<file path="config.mk">
export PLATFORM = sky130hd
export DESIGN_NAME = aging_keyed_object_cache
export DESIGN_NICKNAME = d
export VERILOG_FILES = /design/src/rtl/core/akoc_pkg.sv /design/src/rtl/core/akoc_cell.sv /design/src/rtl/core/aging_keyed_object_cache.sv
export SDC_FILE = /design/constraint.sdc
export NUM_CORES = 2
export LEC_CHECK = 0
export BUFFER_PORTS_ARGS = -buffer_cell sky130_fd_sc_hd__buf_2
export CELL_PAD_IN_SITES_DETAIL_PLACEMENT = 1
export CELL_PAD_IN_SITES_GLOBAL_PLACEMENT = 1
export CORE_ASPECT_RATIO = 0.9
export CORE_MARGIN = 5
export CORE_UTILIZATION = 52
export DETAILED_ROUTE_END_ITERATION = 10
export GPL_TIMING_DRIVEN = 0
export PLACE_DENSITY = 0.75
export SETUP_SLACK_MARGIN = 0.2
export SLEW_MARGIN = 40
export SYNTH_ARGS = -nofsm -noshare
export SYNTH_HDL_FRONTEND = slang
export SYNTH_HIERARCHICAL = 1
export SYNTH_SLANG_ARGS = --single-unit
</file>
<file path="constraint.sdc">
create_clock -name i_clk -period 8.3 [get_ports i_clk]
set_input_delay 1.66 -clock i_clk [delete_from_list [all_inputs] [get_ports i_clk]]
set_output_delay 1.66 -clock i_clk [all_outputs]
set_load 0.01 [all_outputs]
</file>
<file path="src/rtl/core/akoc_pkg.sv">
// ----------------------------------------------------------------------------
// akoc_pkg: shared types and constants of the aging keyed object cache
// Holds the table geometry, the operation and status codes, the token that
// walks along the cell row and the write port that fills one cell.
// ----------------------------------------------------------------------------
`timescale 1ns / 1ps
`default_nettype none

package akoc_pkg;

    // Table geometry.
    localparam int ENTRIES      = 16;
    localparam int IDX_W        = (ENTRIES > 1) ? $clog2(ENTRIES) : 1;
    localparam int PAYLOAD_BITS = 32;
    localparam int KEY_BITS     = 64;
    localparam int AGE_BITS     = 8;

    // Configuration port.
    localparam int            PADDR_W         = 3;
    localparam logic [7:0]    HOLD_COUNT_INIT = 8'd60;
    localparam logic          REG_HOLD_COUNT  = 1'b0;

    // Operation codes of an input beat.
    typedef enum logic [1:0] {
        OP_FIND    = 2'd0,
        OP_INSERT  = 2'd1,
        OP_RELEASE = 2'd2,
        OP_CLEAR   = 2'd3
    } t_op;

    // Status codes of a result beat.
    typedef enum logic [1:0] {
        ST_OK      = 2'd0,
        ST_FULL    = 2'd1,
        ST_DUP     = 2'd2,
        ST_MISSING = 2'd3
    } t_status;

    // Control states of the top level.
    typedef enum logic [1:0] {
        S_IDLE,
        S_SCAN,
        S_DONE
    } t_state;

    // Request token that travels one cell per cycle.
    typedef struct packed {
        logic                    active;
        t_op                     op;
        logic [KEY_BITS-1:0]     key;
        logic [PAYLOAD_BITS-1:0] payload;
        logic                    match;
        logic                    free_found;
        logic [IDX_W-1:0]        free_idx;
    } t_token;

    // Fill request for one cell after a successful insert.
    typedef struct packed {
        logic                    en;
        logic [IDX_W-1:0]        idx;
        logic [KEY_BITS-1:0]     key;
        logic [PAYLOAD_BITS-1:0] payload;
    } t_cell_wr;

endpackage

`default_nettype wire

</file>
<file path="src/rtl/core/akoc_cell.sv">
// ----------------------------------------------------------------------------
// akoc_cell: one slot of the cache row
// Stores one entry (valid, key, payload, age), applies the passing request
// token to it and hands the updated token to the next cell.
// ----------------------------------------------------------------------------
`timescale 1ns / 1ps
`default_nettype none

module akoc_cell (
    input  wire logic                  i_clk,
    input  wire logic                  i_rst_n,
    input  wire logic [akoc_pkg::IDX_W-1:0] i_index,
    input  wire logic [7:0]            i_hold_count,
    input  wire akoc_pkg::t_token      i_tok,
    input  wire akoc_pkg::t_cell_wr    i_wr,
    output akoc_pkg::t_token           o_tok
);
    import akoc_pkg::*;

    logic                    r_valid;
    logic                    n_valid;
    logic [KEY_BITS-1:0]     r_key;
    logic [PAYLOAD_BITS-1:0] r_payload;
    logic [AGE_BITS-1:0]     r_age;
    logic [AGE_BITS-1:0]     n_age;
    logic                    fill;
    logic                    match;
    t_token                  r_tok;
    t_token                  n_tok;

    assign fill  = i_wr.en && (i_wr.idx == i_index);
    assign match = i_tok.active && r_valid && (r_key == i_tok.key);

    // Apply the token to the stored entry and update the token.
    always_comb begin
        n_valid = r_valid;
        n_age   = r_age;
        n_tok   = i_tok;
        if (i_tok.active) begin
            case (i_tok.op)
                OP_FIND: begin
                    if (match) begin
                        n_age         = '0;
                        n_tok.match   = 1'b1;
                        n_tok.payload = r_payload;
                    end else if (r_valid && (r_age != '0)) begin
                        n_age = r_age - 1'b1;
                        if (r_age == AGE_BITS'(1)) begin
                            n_valid = 1'b0;
                        end
                    end
                end
                OP_INSERT: begin
                    if (match) begin
                        n_tok.match = 1'b1;
                    end
                    if (!r_valid && !i_tok.free_found) begin
                        n_tok.free_found = 1'b1;
                        n_tok.free_idx   = i_index;
                    end
                end
                OP_RELEASE: begin
                    if (match) begin
                        n_age       = AGE_BITS'(i_hold_count);
                        n_tok.match = 1'b1;
                    end
                end
                OP_CLEAR: begin
                    n_valid = 1'b0;
                end
                default: begin
                    n_valid = r_valid;
                end
            endcase
        end
        // A fill never overlaps a token at this cell's table state.
        if (fill) begin
            n_valid = 1'b1;
            n_age   = '0;
        end
    end

    // Entry valid bit and the token handed to the next cell.
    always_ff @(posedge i_clk) begin
        if (!i_rst_n) begin
            r_valid <= 1'b0;
            r_tok   <= '0;
        end else begin
            r_valid <= n_valid;
            r_tok   <= n_tok;
        end
    end

    // Entry contents.
    always_ff @(posedge i_clk) begin
        r_age <= n_age;
        if (fill) begin
            r_key     <= i_wr.key;
            r_payload <= i_wr.payload;
        end
    end

    assign o_tok = r_tok;

endmodule

`default_nettype wire

</file>
<file path="src/rtl/core/aging_keyed_object_cache.sv">
// ----------------------------------------------------------------------------
// aging_keyed_object_cache: keyed object cache with deferred release aging
// A row of cells holds the table; each request walks the row as a token.
// ----------------------------------------------------------------------------
// One request is in flight at a time. An accepted beat enters cell 0 at once
// and its token moves one cell per clock to the end of the row, where the
// finished token waits until the result register is free; a new beat is
// taken once that result is moved to the output register. Find matches the
// key in the cell the token is passing and ages the other entries on the
// way; insert collects the duplicate check and the lowest free slot and
// fills that slot at the end; release updates the matching cell and clear
// empties every cell as the token passes. The result register holds one
// finished beat while the next one is accepted.
// hold_count lies at byte address 0 of the APB port.
`timescale 1ns / 1ps
`default_nettype none

module aging_keyed_object_cache (
    input  wire logic                    i_clk,
    input  wire logic                    i_rst_n,
    // Request channel.
    input  wire logic                    i_valid,
    output logic                         o_ready,
    input  wire logic [1:0]              i_opcode,
    input  wire logic [63:0]             i_lookup_key,
    input  wire logic [31:0]             i_new_payload,
    // Result channel.
    output logic                         o_valid,
    input  wire logic                    i_ready,
    output logic                         o_hit,
    output logic [31:0]                  o_found_payload,
    output logic [1:0]                   o_status,
    // Configuration port.
    input  wire logic                    psel,
    input  wire logic                    penable,
    input  wire logic                    pwrite,
    input  wire logic [akoc_pkg::PADDR_W-1:0] paddr,
    input  wire logic [31:0]             pwdata,
    output logic [31:0]                  prdata,
    output logic                         pready
);
    import akoc_pkg::*;

    t_state   r_state;
    t_state   n_state;
    logic [7:0] r_hold_count;
    t_token   launch;
    t_token   tok [ENTRIES];
    t_token   r_done;
    t_cell_wr cell_wr;
    logic     done_take;
    logic     r_out_valid;
    logic     r_hit;
    logic [31:0] r_found;
    t_status  r_status;
    t_status  done_status;
    logic     done_hit;

    // Configuration register.
    assign pready = 1'b1;
    assign prdata = (paddr[PADDR_W-1] == REG_HOLD_COUNT) ? {24'd0, r_hold_count} : 32'd0;

    always_ff @(posedge i_clk) begin
        if (!i_rst_n) begin
            r_hold_count <= HOLD_COUNT_INIT;
        end else if (psel && penable && pwrite && (paddr[PADDR_W-1] == REG_HOLD_COUNT)) begin
            r_hold_count <= pwdata[7:0];
        end
    end

    // Token entering the first cell.
    always_comb begin
        launch.active     = i_valid && o_ready;
        launch.op         = t_op'(i_opcode);
        launch.key        = i_lookup_key;
        launch.payload    = (t_op'(i_opcode) == OP_INSERT) ?
                            PAYLOAD_BITS'(i_new_payload) : '0;
        launch.match      = 1'b0;
        launch.free_found = 1'b0;
        launch.free_idx   = '0;
    end

    // Row of cells.
    for (genvar g = 0; g < ENTRIES; g++) begin : g_cell
        akoc_cell u_cell (
            .i_clk        (i_clk),
            .i_rst_n      (i_rst_n),
            .i_index      (IDX_W'(g)),
            .i_hold_count (r_hold_count),
            .i_tok        ((g == 0) ? launch : tok[(g == 0) ? 0 : g - 1]),
            .i_wr         (cell_wr),
            .o_tok        (tok[g])
        );
    end

    // Result of the finished token.
    always_comb begin
        done_hit    = (r_done.op == OP_FIND) && r_done.match;
        done_status = ST_OK;
        case (r_done.op)
            OP_INSERT: begin
                if (r_done.match) begin
                    done_status = ST_DUP;
                end else if (!r_done.free_found) begin
                    done_status = ST_FULL;
                end
            end
            OP_RELEASE: begin
                if (!r_done.match) begin
                    done_status = ST_MISSING;
                end
            end
            default: begin
                done_status = ST_OK;
            end
        endcase
    end

    // Sequencer: next state, handshakes and the insert fill.
    always_comb begin
        n_state   = r_state;
        o_ready   = 1'b0;
        done_take = 1'b0;
        case (r_state)
            S_IDLE: begin
                o_ready = 1'b1;
                if (i_valid) begin
                    n_state = S_SCAN;
                end
            end
            S_SCAN: begin
                if (tok[ENTRIES-1].active) begin
                    n_state = S_DONE;
                end
            end
            S_DONE: begin
                if (!r_out_valid || i_ready) begin
                    done_take = 1'b1;
                    n_state   = S_IDLE;
                end
            end
            default: begin
                n_state = S_IDLE;
            end
        endcase
        cell_wr.en      = done_take && (r_done.op == OP_INSERT) &&
                          !r_done.match && r_done.free_found;
        cell_wr.idx     = r_done.free_idx;
        cell_wr.key     = r_done.key;
        cell_wr.payload = r_done.payload;
    end

    always_ff @(posedge i_clk) begin
        if (!i_rst_n) begin
            r_state <= S_IDLE;
        end else begin
            r_state <= n_state;
        end
    end

    // Finished token waits here until the result register is free.
    always_ff @(posedge i_clk) begin
        if ((r_state == S_SCAN) && tok[ENTRIES-1].active) begin
            r_done <= tok[ENTRIES-1];
        end
    end

    // Result register.
    always_ff @(posedge i_clk) begin
        if (!i_rst_n) begin
            r_out_valid <= 1'b0;
        end else if (done_take) begin
            r_out_valid <= 1'b1;
        end else if (i_ready) begin
            r_out_valid <= 1'b0;
        end
    end

    always_ff @(posedge i_clk) begin
        if (done_take) begin
            r_hit    <= done_hit;
            r_found  <= done_hit ? 32'(r_done.payload) : 32'd0;
            r_status <= done_status;
        end
    end

    assign o_valid         = r_out_valid;
    assign o_hit           = r_hit;
    assign o_found_payload = r_found;
    assign o_status        = r_status;

endmodule

`default_nettype wire

</file>
==> impl_metrics.csv <==
group,metric,value,unit
logic_synthesis,synth.cell_area,130000,um2
sta,timing.final.max_slew_violations,0,
drt,via_count,82800,
global_route,grt_start_max_net_pins,114,
power,cellPowerDensity,230,nW/um2
cts,cts-resized-gates,0,
logic_synthesis,synth_seq_area_share,0.669,
layout,nets,11000,
layout,fill_cells,24100,
global_route,grt_antenna_before_repair,64,
drt,dr.first_iter.drc_count,8067,
setup_path,path_class,"input pin to register",
cts,ctsHtreeMaxLevel,5,
logic_synthesis,async_flop_share,0,
cts,clk_pin_slew,0.06,ns
drt,via_density_per_instance,5.76,
logic_synthesis,number_of_library_cell_types_mapped_by_synthesis,50,
logic_synthesis,post-synth-top-area-cell,"sky130_fd_sc_hd__edfxtp_1",
setup_path,biggest_fanout_along_the_worst_timing_path,34,
global_route,global_route.usage.total,0.324,
placed_design,port_bufs,157,
drt,first_pass_iters,5,
logic_synthesis,synth.top_cell.area_share,0.386,
logic_synthesis,synth_edf_count,1675,
logic_synthesis,synth.most_common_cell,"sky130_fd_sc_hd__dfxtp_1",
layout,drive_gt1_frac,0.118,
cts,ctsHoldBuffers,0,
logic_synthesis,synth_ff_type,"sky130_fd_sc_hd__dfxtp_1",
logic_synthesis,post_synth_inst_count,9757,
die,placeableCoreArea,249000,um2
placed_design,detailed_place_hpwl,325000,um
power,power,34900,uW
drt,finalWirelength,430000,um
die,die-height,485,um
cts,clock_tree_root_driver_cell,"sky130_fd_sc_hd__clkbuf_16",
sta,worst_slew_margin_rel,0.365,
sta,finalCritPeriodShare,0.528,
drt,post_drt_wl_per_cell,29.9,um
sta,timing_worst_slew_pin_value,0.952,ns
logic_synthesis,synth.cells.most_frequent,"sky130_fd_sc_hd__dfxtp_1, sky130_fd_sc_hd__edfxtp_1, sky130_fd_sc_hd__and2_1",
sta,total_count_of_hold_check_failures_in_the_final_report,0,
sta,skew,0.0495,ns
layout,fin_area,152000,um2
status,result_of_the_run,"finished, final reports clean",
setup_path,required_worst_endpoint,8.88,ns
die,initial_core_util,0.522,
logic_synthesis,synth.area.top_cells,"sky130_fd_sc_hd__edfxtp_1, sky130_fd_sc_hd__dfxtp_1, sky130_fd_sc_hd__and2_1",
placed_design,routabilityCongestion,0.908,
power,p_leak,0.0550,uW
logic_synthesis,yosys_warnings,6,
drt,drcViolationCount,0,
logic_synthesis,ys_ff_latch,3510,
cts,cts_buffers,351,
die,floorplan.die.width,537,um
sta,grt_setup_unrepaired,"no",
power,ir_worst_vdd,0.264,mV
sta,fmax_achieved,228,MHz
job,cap_viol_max_count,0,
sta,fin_tns_setup,0,ns
placed_design,placed_cell_area,140000,um2
setup_path,critPathLaunchType,"input pin",
layout,p_r_area_growth_vs_syn,16.5,%
setup_path,end_kind,"register",
global_route,grt_remaining_overflow,0,
sta,finalCriticalPeriod,4.38,ns
worst_hold_path,min-delay-path-class,"register to register",
logic_synthesis,syn_avg_cell_area,13.3,um2
cts,cts_sinks,3510,
cts,cts.path.max_buffers,4,
cts,tritoncts,"built",
global_route,wire_length_of_the_first_global_routing_pass,612000,um
cts,clk_latency,0.91,ns
drt,antenna_left,0,
setup_path,arrival,4.96,ns
cts,post-cts-setup-buffers,0,
global_route,via_count_of_the_first_global_routing_pass,86900,
sta,setup_viol,0,
die,floorplan.rows,174,
die,fp.dieArea,260000,um2
die,io_pins,210,
## where the power goes
group / total (uW) / internal, uW / switching (uW)
Clock: 16200 / 9270 / 6890
Sequential: 18100 / 18100 / 91.7
Combinational: 606 / 222 / 384
Total: 34900 / 27600 / 7370
## worst paths after layout
kind	startpoint	endpoint	slack [ns]	depth (start not counted)
worst min register to register	g_cell[15].u_cell/o_tok[17]	cell_wr[11]	0.39	0
worst max register to register	r_done[103]	g_cell[15].u_cell/r_key[22]	3.94	16
worst min-delay path	g_cell[15].u_cell/o_tok[17]	cell_wr[11]	0.39	0
worst max-delay path	i_ready	g_cell[15].u_cell/r_key[22]	3.92	15
## kinds of logic (layout without fill, tap and decap cells)
kind of cell	count (synthesis)	count (layout)	synth area share
AOI/OAI and AO/OA	549	549	0.0301
xor gates and xnor gates	848	848	0.0570
adders and majority gates	100	100	0.00961
buffers and inverters	585	1679	0.0217
DFF	3510	3510	0.669
muxes	584	584	0.0449
other	2	180	0.0000577
and+or+nand+nor	3579	3579	0.168
## per-layer routing
metal,track usage,up-vias,routed length [um]
li1,-,36100,-
met1,0.428,42400,174000
met2,0.521,3405,200000
met3,0.0844,820,38700
met4,0.110,4,16600
met5,0,-,26
## critical path, stage by stage
cell and delay, ns:
sky130_fd_sc_hd__buf_2 0.10, sky130_fd_sc_hd__nor2b_1 0.08, sky130_fd_sc_hd__nor4_2 0.31, sky130_fd_sc_hd__buf_4 0.23
sky130_fd_sc_hd__buf_2 0.20, sky130_fd_sc_hd__buf_2 0.18, sky130_fd_sc_hd__buf_2 0.23, sky130_fd_sc_hd__buf_4 0.22
sky130_fd_sc_hd__buf_2 0.22, sky130_fd_sc_hd__nand2_1 0.08, sky130_fd_sc_hd__nor4_1 0.29, sky130_fd_sc_hd__clkbuf_4 0.28
sky130_fd_sc_hd__buf_12 0.23, sky130_fd_sc_hd__buf_12 0.26, sky130_fd_sc_hd__buf_12 0.27
## area by class of cell
class / count / area [um2] / share of cell area
tap: 3344 / 4180 / 0.0276
clock buffer: 487 / 10100 / 0.0668
multi-input combinational: 5820 / 41100 / 0.271
clock inverter: 160 / 1610 / 0.0106
antenna: 20 / 50.0 / 0.000330
inverter: 243 / 912 / 0.00602
sequential: 3510 / 87100 / 0.574
timing repair buffer: 447 / 4630 / 0.0305
buffer: 342 / 1970 / 0.0130
## flip-flops by register name, indices dropped and copies added, names as in the netlist
name                     cells
r_done                       4
g_cell.u_cell/r_age        128
cell_wr                    100
g_cell.u_cell/o_tok       1680
o_found_payload             32
o_valid                      1
o_hit                        1
r_state                      2
r_hold_count                 8
g_cell.u_cell/r_payload    512
g_cell.u_cell/r_key       1024
o_status                     2
g_cell.u_cell/r_valid       16
## through the flow
step                utilization  worst slack, ns  std cells  hold WS (ns)
floorplan                     -             1.62       9915         0.386
detailed placement        0.560             3.01      13700         0.390
CTS                       0.607             3.96      14400         0.390
finish                    0.608             3.92      14400         0.386
global placement          0.544            -5.41      13400         0.386
global route              0.608             3.84      14400         0.399
## cell usage in the layout, fill, tap and decap left out, types with 49 or more instances in the layout
cell,synthesis,routed
sky130_fd_sc_hd__buf_6,65,268
sky130_fd_sc_hd__nor2_1,194,193
sky130_fd_sc_hd__dfxtp_1,1835,1827
sky130_fd_sc_hd__nor4_1,417,399
sky130_fd_sc_hd__a31oi_1,64,64
sky130_fd_sc_hd__mux2i_1,584,584
sky130_fd_sc_hd__ha_1,100,100
sky130_fd_sc_hd__clkbuf_1,217,265
sky130_fd_sc_hd__nand2_1,122,122
sky130_fd_sc_hd__buf_2,34,195
sky130_fd_sc_hd__nand4_1,192,192
sky130_fd_sc_hd__nand3_1,176,176
sky130_fd_sc_hd__clkinv_2,0,60
sky130_fd_sc_hd__xor2_1,544,544
sky130_fd_sc_hd__clkbuf_16,0,364
sky130_fd_sc_hd__buf_12,0,51
sky130_fd_sc_hd__a21oi_1,82,82
sky130_fd_sc_hd__nor3_1,112,108
sky130_fd_sc_hd__nor2b_1,954,953
sky130_fd_sc_hd__edfxtp_1,1675,1675
sky130_fd_sc_hd__o21ai_0,65,64
sky130_fd_sc_hd__inv_1,243,243
sky130_fd_sc_hd__conb_1,2,160
sky130_fd_sc_hd__and2_1,1090,1090
sky130_fd_sc_hd__xnor2_1,304,304
sky130_fd_sc_hd__clkbuf_8,0,56
sky130_fd_sc_hd__o21a_1,49,49
sky130_fd_sc_hd__and3_1,96,96
Note: power is estimated with default switching activity, not from simulation.
